### config.mk
export PLATFORM = sky130hd
export DESIGN_NAME = bbb_front
export DESIGN_NICKNAME = d
export VERILOG_FILES = /design/src/design/bbb_pkg.sv /design/src/design/bbb_front.sv
export SDC_FILE = /design/constraint.sdc
export NUM_CORES = 1
export LEC_CHECK = 0
export BUFFER_PORTS_ARGS = -buffer_cell sky130_fd_sc_hd__buf_2
export CAP_MARGIN = 40
export CELL_PAD_IN_SITES_DETAIL_PLACEMENT = 1
export CELL_PAD_IN_SITES_GLOBAL_PLACEMENT = 1
export CORE_ASPECT_RATIO = 1.75
export CORE_MARGIN = 2
export CORE_UTILIZATION = 42
export CTS_CLUSTER_SIZE = 16
export DETAILED_ROUTE_END_ITERATION = 10
export PLACE_DENSITY = 0.89
export SLEW_MARGIN = 20
export SYNTH_ARGS = -nofsm -noshare
export SYNTH_HDL_FRONTEND = slang
export SYNTH_SLANG_ARGS = --single-unit
### constraint.sdc
create_clock -name aclk -period 2.15 [get_ports aclk]
set_input_delay 0 -clock aclk [delete_from_list [all_inputs] [get_ports aclk]]
set_output_delay 0 -clock aclk [all_outputs]
set_load 0.02 [all_outputs]
### src/design/bbb_pkg.sv
// ----------------------------------------------------------------------------
// Bip byte buffer package
// Widths, request and status codes, the command record and the sequencer
// states shared by the buffer core.
// ----------------------------------------------------------------------------
`default_nettype none

package bbb_pkg;

    // Store size and limits.
    localparam int DEPTH_DEF   = 4096;
    localparam int CAP_RESET   = 4096;
    localparam int MIN_CAP     = 16;
    localparam int MAX_READ    = 64;

    // Field widths.
    localparam int LEN_W       = 13;
    localparam int CFG_W       = 13;
    localparam int BYTE_W      = 8;
    localparam int REQ_W       = 2;
    localparam int STATUS_W    = 2;
    localparam int IDX_W       = $clog2(MAX_READ + 1);

    // Stream port widths.
    localparam int S_TDATA_W   = 24;
    localparam int S_TUSER_W   = 2;
    localparam int M_TDATA_W   = 8;
    localparam int M_TUSER_W   = 3;

    // Entries in the command queue between front and back end.
    localparam int QUEUE_DEPTH = 2;

    typedef enum logic [REQ_W-1:0] {
        REQ_PEEK   = 2'd0,
        REQ_READ   = 2'd1,
        REQ_WRITE  = 2'd2,
        REQ_REMOVE = 2'd3
    } req_t;

    typedef enum logic [STATUS_W-1:0] {
        ST_OK       = 2'd0,
        ST_REFUSED  = 2'd1,
        ST_TOO_LONG = 2'd2
    } status_t;

    // One decoded request as it waits in the queue.
    typedef struct packed {
        req_t               req;
        logic [LEN_W-1:0]   length;
        logic [BYTE_W-1:0]  data;
        logic               len_zero;
        logic               too_long;
    } cmd_t;

    typedef enum logic [3:0] {
        S_IDLE,
        S_RD_CHECK,
        S_RD_ADDR,
        S_RD_DATA,
        S_RM,
        S_CONS1,
        S_CONS2,
        S_WR_DECIDE,
        S_WR_CHECK,
        S_WR_STORE
    } bbb_state_t;

endpackage

`default_nettype wire

### src/design/bbb_front.sv
// ----------------------------------------------------------------------------
// Bip byte buffer front end
// Accepts requests from the input stream, decodes them into command records
// and holds them in a short queue for the back end.
// ----------------------------------------------------------------------------
`default_nettype none

module bbb_front (
    input  wire logic                           aclk,
    input  wire logic                           aresetn,
    input  wire logic                           s_axis_tvalid,
    output logic                                s_axis_tready,
    input  wire logic [bbb_pkg::S_TDATA_W-1:0]  s_axis_tdata,
    input  wire logic [bbb_pkg::S_TUSER_W-1:0]  s_axis_tuser,
    output logic                                cmd_valid,
    input  wire logic                           cmd_ready,
    output bbb_pkg::cmd_t                       cmd_out
);
    import bbb_pkg::*;

    localparam int QPTR_W = (QUEUE_DEPTH > 1) ? $clog2(QUEUE_DEPTH) : 1;
    localparam int QCNT_W = $clog2(QUEUE_DEPTH + 1);

    cmd_t              q_reg [QUEUE_DEPTH];
    logic [QPTR_W-1:0] wr_ptr_reg, wr_ptr_next;
    logic [QPTR_W-1:0] rd_ptr_reg, rd_ptr_next;
    logic [QCNT_W-1:0] count_reg, count_next;
    cmd_t              cmd_dec;
    logic              push;
    logic              pop;

    // Decode the incoming request and flag the length cases early.
    always_comb begin
        cmd_dec.req      = req_t'(s_axis_tuser);
        cmd_dec.length   = s_axis_tdata[LEN_W-1:0];
        cmd_dec.data     = s_axis_tdata[LEN_W +: BYTE_W];
        cmd_dec.len_zero = (s_axis_tdata[LEN_W-1:0] == '0);
        cmd_dec.too_long = (32'(s_axis_tdata[LEN_W-1:0]) > 32'(MAX_READ));
    end

    assign s_axis_tready = (count_reg != QCNT_W'(QUEUE_DEPTH));
    assign cmd_valid     = (count_reg != '0);
    assign cmd_out       = q_reg[rd_ptr_reg];
    assign push          = s_axis_tvalid && s_axis_tready;
    assign pop           = cmd_valid && cmd_ready;

    // Queue pointers and fill level.
    always_comb begin
        wr_ptr_next = wr_ptr_reg;
        rd_ptr_next = rd_ptr_reg;
        count_next  = count_reg;
        if (push) begin
            wr_ptr_next = (wr_ptr_reg == QPTR_W'(QUEUE_DEPTH - 1)) ? '0 : wr_ptr_reg + 1'b1;
        end
        if (pop) begin
            rd_ptr_next = (rd_ptr_reg == QPTR_W'(QUEUE_DEPTH - 1)) ? '0 : rd_ptr_reg + 1'b1;
        end
        if (push && !pop) begin
            count_next = count_reg + 1'b1;
        end else if (pop && !push) begin
            count_next = count_reg - 1'b1;
        end
    end

    always_ff @(posedge aclk) begin
        if (!aresetn) begin
            wr_ptr_reg <= '0;
            rd_ptr_reg <= '0;
            count_reg  <= '0;
        end else begin
            wr_ptr_reg <= wr_ptr_next;
            rd_ptr_reg <= rd_ptr_next;
            count_reg  <= count_next;
        end
    end

    // Queue storage carries no reset.
    always_ff @(posedge aclk) begin
        if (push) begin
            q_reg[wr_ptr_reg] <= cmd_dec;
        end
    end

endmodule

`default_nettype wire

==> results.json, run 1 <==
{
  "run_status": "complete, no violations",
  "power_frac_seq_pct": 48.4,
  "via_count_of_the_first_global_routing_pass": 1433,
  "hold_viol": 0,
  "design.core.area_um2": 4748,
  "gp_congestion": 0.7435,
  "drt_wl_total_um": 4533,
  "yosysMostFrequentCell": "sky130_fd_sc_hd__edfxtp_1",
  "finalClockSkew_ns": 0.008285,
  "ys.warnings.count": 0,
  "antenna_found_initial": 0,
  "rows": 33,
  "insertion_delay_ns": 0.30,
  "pre_cts_slack_ns": 0.4348,
  "synth_top_area_share_pct": 72.16,
  "hold_ws_ns": 0.05090,
  "final_cells": 250,
  "yosys-top-cells-count": "sky130_fd_sc_hd__edfxtp_1 (50), sky130_fd_sc_hd__mux2_2 (25), sky130_fd_sc_hd__dfxtp_1 (5), sky130_fd_sc_hd__and2_1 (4), sky130_fd_sc_hd__buf_2 (3)",
  "initial_core_utilization_pct": 43.82,
  "fin_crit_ns": 1.744,
  "first_pass_iters": 4,
  "switching_power_mw": 0.9059,
  "cell_type_contributing_the_most_total_cell_area_after_synthesis": "sky130_fd_sc_hd__edfxtp_1",
  "final_ws_setup_ns": 0.4062,
  "end_of_flow_core_utilization_pct": 58.23,
  "synth_flop_cell": "sky130_fd_sc_hd__edfxtp_1",
  "cts-htree-levels": 2,
  "track_usage_pct": 17.58,
  "crit_path_max_fanout": 5,
  "dpl_cell_area_um2": 2441,
  "post_drt_via_cell_ratio": 4.936,
  "crit_family": "simple AND/OR/NAND/NOR gates",
  "setup_viol": 0,
  "detail-route-antenna-nets": 0,
  "power_density_over_the_cells_nw_per_um2": 1041,
  "critical_path_buffers_and_inverters": 0,
  "clkSlewWorstSetupHoldPaths_ns": 0.09,
  "area_growth_syn_to_layout_pct": 32.89,
  "synth.yosys.seq_area_share_pct": 76.97,
  "max_slew_margin_pct": 74.48,
  "grt_first_pass_wirelength_um": 7182,
  "worst_pin_slew_ns": 0.3789,
  "hp-class": "in -> reg",
  "final_period_utilization_pct": 81.11,
  "cp-start-kind": "register",
  "worst_ep_required_time_ns": 2.39,
  "syn_area_um2": 2081,
  "maxCapViolCount": 0,
  "tritoncts": "yes",
  "root_buffer": "sky130_fd_sc_hd__clkbuf_8",
  "io_buffers": 53,
  "floorplan.die.height_um": 97.11,
  "ys_async_sr_fraction_pct": 0,
  "wl_per_cell_um": 18.13,
  "netlist-cell-type-count": 23,
  "clk_path_buf_depth": 2,
  "cellLeakagePower_nw": 1.046,
  "maximum_number_of_pins_on_one_net_before_global_route_repair": 18,
  "clkSinkCount": 55,
  "final_max_slew_viol_count": 0,
  "cp-end-kind": "register",
  "tritoncts.num_buffers": 5,
  "vdd.ir_drop.worst_v": 0.0009148,
  "critical_path_arrival_ns": 1.98,
  "critical_path.slowest_cell": "sky130_fd_sc_hd__dfxtp_1",
  "post_syn_instances": 110,
  "postCtsSetupRepairBufs": 0,
  "grt_setup_unrepaired": "no",
  "largest_register_ffs": 50,
  "power_frac_clock_pct": 18.6,
  "critPathMaxStageDelay_ns": 0.37,
  "number_of_remaining_drc_errors": 0,
  "syn_nets": 141,
  "num_vias": 1234,
  "comb_power_share_pct": 33.0,
  "drive_gt1_share_pct": 47.98,
  "fin_area_um2": 2765,
  "total_die_area_um2": 5555,
  "initialDrtViolationCount": 21,
  "max_freq_ghz": 0.5735,
  "synth_edf_count": 50,
  "placedCellCount": 218,
  "ys_ff_latch": 55,
  "cell_internal_pwr_mw": 1.971,
  "globalRouteOverflowTotal": 0,
  "die_width_um": 57.21,
  "finalSetupTns_ns": 0,
  "place_hpwl_um": 2991,
  "worst-setup-path-type": "reg -> reg",
  "total_power_mw": 2.877,
  "power.share.switching_pct": 31.48,
  "cell_by_cell_trace_of_the_critical_path": "nand2b_1, and2_1, ha_1, xor2_1, or3_1, a21boi_0",
  "top_level_pins": 57,
  "post_synth.cell_area_avg_um2": 18.92,
  "antennaDiodeCount": 0,
  "nets": 228,
  "synth_area_leaders": "sky130_fd_sc_hd__edfxtp_1 (72%), sky130_fd_sc_hd__mux2_2 (14%), sky130_fd_sc_hd__dfxtp_1 (4.8%)"
}
## cells by family after synthesis
family	share of synthesized area, %
flops	76.97
mux	13.53
simple gates	4.810
compound gates	1.924
buf+inv	0.9016
xor+xnor	1.263
fa+ha+maj	0.6012
## tightest hold or removal path: cells and delay by family
kind                   cells  cell delay [ns]
buffers and inverters      1             0.10
AO/OA/AOI/OAI              2             0.20
## cell usage in the layout (no fill, tap or decap), types with 2 or more instances in the layout
master / netlist / final
sky130_fd_sc_hd__edfxtp_1: 50 / 50
sky130_fd_sc_hd__or3_1: 2 / 2
sky130_fd_sc_hd__a21boi_0: 2 / 2
sky130_fd_sc_hd__buf_2: 3 / 53
sky130_fd_sc_hd__nor4_1: 2 / 2
sky130_fd_sc_hd__buf_4: 0 / 6
sky130_fd_sc_hd__clkbuf_8: 0 / 5
sky130_fd_sc_hd__mux2_2: 25 / 25
sky130_fd_sc_hd__xnor2_1: 2 / 2
sky130_fd_sc_hd__and2_1: 4 / 4
sky130_fd_sc_hd__o21ai_0: 2 / 2
sky130_fd_sc_hd__dfxtp_1: 5 / 5
sky130_fd_sc_hd__clkinv_2: 0 / 3
sky130_fd_sc_hd__dlygate4sd3_1: 0 / 24
## worst paths after layout
check | startpoint | endpoint | slack [ns] | cells past startpoint
max reg2reg | count_reg[0]$_SDFFE_PN0P_ | count_reg[1]$_SDFFE_PN0P_ | 0.41 | 6
min reg2reg | count_reg[1]$_SDFFE_PN0P_ | count_reg[1]$_SDFFE_PN0P_ | 0.55 | 2
max | count_reg[0]$_SDFFE_PN0P_ | count_reg[1]$_SDFFE_PN0P_ | 0.41 | 6
min | s_axis_tvalid | wr_ptr_reg$_SDFFE_PN0P_ | 0.05 | 3
## routing by layer
metal  wire (um)  global-route usage, %  share of wire, %
met2        2635                  31.83                58
met3         163                  3.728               3.6
met4          81                  6.977               1.8
met1        1652                  19.33                36
met5           0                      0                 0
## area by class of cell
type                    count  area, um2
fillers                   430       1983
flip-flops and latches     55       1602
repair buffers             83      550.5
multi-input cells          51      460.4
clock buffers               5      68.82
well taps                  52      65.06
clock inverters             3      15.01
inverters                   1      3.754
## power by group through the flow
stage               Sequential, mW  Clock [mW]  Combinational [mW]
finish                        1.39       0.535               0.949
global route                  1.41       0.588                1.02
floorplan                     1.39           0               0.624
CTS                           1.39       0.539               0.959
global placement              1.40           0               0.871
detailed placement            1.42           0               0.919
## what timing repair did
item / 4_1_cts / 5_1_grt
resized for setup: 0 / 0
hold endpoints to repair: 51 / 0
hold buffers: 24 / 0
(Power assumes the default switching activity.)
==> run 2: changes to the inputs <==
- ABC_AREA: not set -> 1
- CORE_UTILIZATION: 42 -> 39
- PLACE_DENSITY: 0.89 -> 0.87
- clock period: 2.15 -> 1.4 ns (I/O delays scaled with it)
==> run 2 against run 1 <==
  * Combinational power increased by 100%
  * Die area increased by 14%
  * Synthesized cell count increased by 18%
  * Critical path type is now reg -> out
  * Largest power group unchanged
  * Sequential power increased by 58%
  * Worst hold slack improved by 0.052 ns
  * Count of clock-buffer cells in the layout unchanged
  * Largest cell class unchanged
  * Via count increased by 12%
  * Worst setup slack got worse by 0.37 ns
==> results.json, run 2 <==
{
  "run_status": "complete, no violations",
  "io_buffers": 53,
  "multiInputGateArea_um2": 565.5,
  "critPathMaxStageDelay_ns": 0.42,
  "register_area_um2": 1608,
  "critical_path_buffers_and_inverters": 2,
  "rows": 36,
  "globalRouteOverflowTotal": 0,
  "final_ws_setup_ns": 0.04021,
  "fin_crit_ns": 1.360,
  "power.share.switching_pct": 29.77,
  "drive_gt1_share_pct": 47.27,
  "crit_family": "flip-flops",
  "synth_edf_count": 50,
  "critical_path.slowest_cell": "sky130_fd_sc_hd__dfxtp_4",
  "initialDrtViolationCount": 17,
  "root_buffer": "sky130_fd_sc_hd__clkbuf_8",
  "largest_register_ffs": 50,
  "synth_flop_cell": "sky130_fd_sc_hd__edfxtp_1",
  "antennaDiodeCount": 0,
  "power_density_over_the_cells_nw_per_um2": 1681,
  "gp_congestion": 0.6814,
  "busiest_layer": "met2",
  "floorplan.die.height_um": 103.8,
  "synth_top_area_share_pct": 67.64,
  "total_die_area_um2": 6335,
  "worstReg2RegStart": "count_reg[1]$_SDFFE_PN0P_",
  "grt_use_met3_pct": 3.995,
  "setup_viol": 0,
  "syn_area_um2": 2220,
  "synth_area_leaders": "sky130_fd_sc_hd__edfxtp_1 (68%), sky130_fd_sc_hd__mux2_4 (14%), sky130_fd_sc_hd__dfxtp_1 (4.5%)",
  "detail-route-antenna-nets": 0,
  "max_freq_ghz": 0.7354,
  "insertion_delay_ns": 0.31,
  "post_drt_via_cell_ratio": 4.655,
  "worst_ep_required_time_ns": 1.40,
  "comb_power_share_pct": 35.9,
  "hold_viol": 0,
  "total_power_mw": 5.346,
  "syn_nets": 161,
  "vdd.ir_drop.worst_v": 0.0008479,
  "crit_path_max_fanout": 12,
  "cp-end-kind": "output port",
  "cell_internal_pwr_mw": 3.755,
  "worst-setup-path-type": "reg -> out",
  "hp-class": "in -> reg",
  "yosysMostFrequentCell": "sky130_fd_sc_hd__edfxtp_1",
  "track_usage_pct": 16.08,
  "clkSinkCount": 55,
  "cp-start-kind": "register",
  "post_syn_instances": 130,
  "cellLeakagePower_nw": 1.266,
  "fillCellCount": 532,
  "r2r.worst_path.cells": 8,
  "post_synth.cell_area_avg_um2": 17.07,
  "netlist-cell-type-count": 20,
  "die_width_um": 61.03,
  "top_level_pins": 57,
  "tritoncts.num_buffers": 5,
  "final_period_utilization_pct": 97.13,
  "hold_ws_ns": 0.1034,
  "number_of_remaining_drc_errors": 0,
  "layout_common_cells": "sky130_fd_sc_hd__edfxtp_1 (50), sky130_fd_sc_hd__buf_2 (38), sky130_fd_sc_hd__dlygate4sd3_1 (24), sky130_fd_sc_hd__mux2_4 (20), sky130_fd_sc_hd__buf_6 (15)",
  "maximum_number_of_pins_on_one_net_before_global_route_repair": 18,
  "area_growth_syn_to_layout_pct": 43.29,
  "timing.reg2reg.setup_slack_ns": 0.08,
  "yosys-top-cells-count": "sky130_fd_sc_hd__edfxtp_1 (50), sky130_fd_sc_hd__mux2_4 (20), sky130_fd_sc_hd__nor2_1 (14), sky130_fd_sc_hd__inv_1 (10), sky130_fd_sc_hd__nand2_1 (9)",
  "design.core.area_um2": 5540,
  "tritoncts": "yes",
  "min_to": "wr_ptr_reg$_SDFFE_PN0P_",
  "ys.warnings.count": 0,
  "cts-htree-levels": 2,
  "via_count_of_the_first_global_routing_pass": 1564,
  "drt_wl_total_um": 4973,
  "r2r_end": "count_reg[1]$_SDFFE_PN0P_",
  "cell_type_contributing_the_most_total_cell_area_after_synthesis": "sky130_fd_sc_hd__edfxtp_1",
  "layout_commonest_cell": "sky130_fd_sc_hd__edfxtp_1",
  "initial_core_utilization_pct": 40.06,
  "wl_per_cell_um": 16.80,
  "power_frac_clock_pct": 22.9,
  "max_slew_margin_pct": 81.05,
  "ys_ff_latch": 55,
  "antenna_found_initial": 0,
  "final_max_slew_viol_count": 0,
  "switching_power_mw": 1.591,
  "holdCritStartpoint": "s_axis_tvalid",
  "first_pass_iters": 4,
  "grt_setup_unrepaired": "yes",
  "cell_by_cell_trace_of_the_critical_path": "buf_16, mux2_4, buf_2",
  "critical_path_arrival_ns": 1.36,
  "nets": 250,
  "ys_async_sr_fraction_pct": 0,
  "whs_path_depth": 4,
  "maxCapViolCount": 0,
  "pre_cts_slack_ns": 0.01879,
  "num_vias": 1378,
  "grt_first_pass_wirelength_um": 7334,
  "power_frac_seq_pct": 41.2,
  "finalClockSkew_ns": 0.005175,
  "place_hpwl_um": 2974,
  "clk_path_buf_depth": 2,
  "grtUsageMet2_pct": 30.32,
  "worst_pin_slew_ns": 0.2820,
  "synth.yosys.seq_area_share_pct": 72.15,
  "clkSlewWorstSetupHoldPaths_ns": 0.09,
  "grtUsageMet1_pct": 15.58
}
## run 2: changes by cell type in the layout (fill, tap and decap cells not counted), sizes merged, moves of 3 or more
cell	change
inv	+10
and2	-4
clkinv	-3
nand2	+9
nand3	+3
nor2	+13
## run 2: final cells by class
cell class,count,share of cell area (%)
Clock buffer,5,2.164
Clock inverter,3,2.124
Multi-Input combinational cell,61,17.78
Inverter,11,1.298
Timing Repair Buffer,85,23.09
Sequential cell,55,50.55
Tap cell,76,2.990
## run 2: through the flow
step	utilization, %	cells	TNS, ns	area, um2
global placement	47.49	261	0	2631
CTS	55.01	295	-0.01631	3048
global route	57.41	296	-0.01413	3181
finish	57.41	296	0	3181
floorplan	-	130	0	2247
detailed placement	47.49	261	0	2631
## run 2: kinds of logic (layout without fill, tap and decap cells)
family                   count (synthesis)  after routing  share of synthesized area, %
multiplexers                            25             25                         16.07
AO/OA/AOI/OAI                            5              5                         1.353
flip-flops                              55             55                         72.15
adder cells (fa/ha/maj)                  1              1                        0.5636
buffers and inverters                   14            104                         4.171
AND/OR/NAND/NOR                         30             30                         5.693
## run 2: routing by layer
metal,vias to the layer above,routed length (um)
met4,0,62
met5,-,0
met3,6,205
li1,646,-
met1,684,1646
met2,42,3058
## run 2: repair_timing
item                                   in CTS  in global routing
gates cloned                                1                  1
endpoints found under the hold margin      51                  0
buffers inserted                            1                  0
resized for setup                           4                 33
hold buffers                               24                  0
setup endpoints to repair                   8                 10
## run 2: worst max path at each step
| stage | start | endpoint | slack (ns) | cells after the start |
|---|---|---|---|---|
| after floorplan | count_reg[0]$_SDFFE_PN0P_ | q_reg[1][0]$_DFFE_PP_ | 0.007 | 4 |
| after global placement | count_reg[1]$_SDFFE_PN0P_ | count_reg[1]$_SDFFE_PN0P_ | 0.07 | 9 |
| after detailed placement | count_reg[1]$_SDFFE_PN0P_ | count_reg[1]$_SDFFE_PN0P_ | 0.02 | 9 |
| after CTS | register | cmd_out[22] | -0.008 | 3 |
| after global routing | count_reg[1]$_SDFFE_PN0P_ | count_reg[1]$_SDFFE_PN0P_ | -0.008 | 8 |
| final | register | cmd_out[6] | 0.04 | 3 |
## run 2: power by group through the flow
stage / combinational, mW / clock (mW) / sequential [mW]
2_1_floorplan: 1.14 / 0 / 2.18
3_3_place_gp: 1.50 / 0 / 2.18
3_5_place_dp: 1.55 / 0 / 2.21
4_1_cts: 1.67 / 1.24 / 2.19
5_1_grt: 2.05 / 1.29 / 2.23
6_report: 1.92 / 1.23 / 2.20
## run 2: worst register-to-register path: cells and delay by family, from the launching register on
kind / cells / cell delay (ns)
AOI/OAI and AO/OA: 1 / 0.20
adders and majority gates: 1 / 0.29
buffers and inverters: 3 / 0.20
DFF: 1 / 0.39
and+or+nand+nor: 3 / 0.16
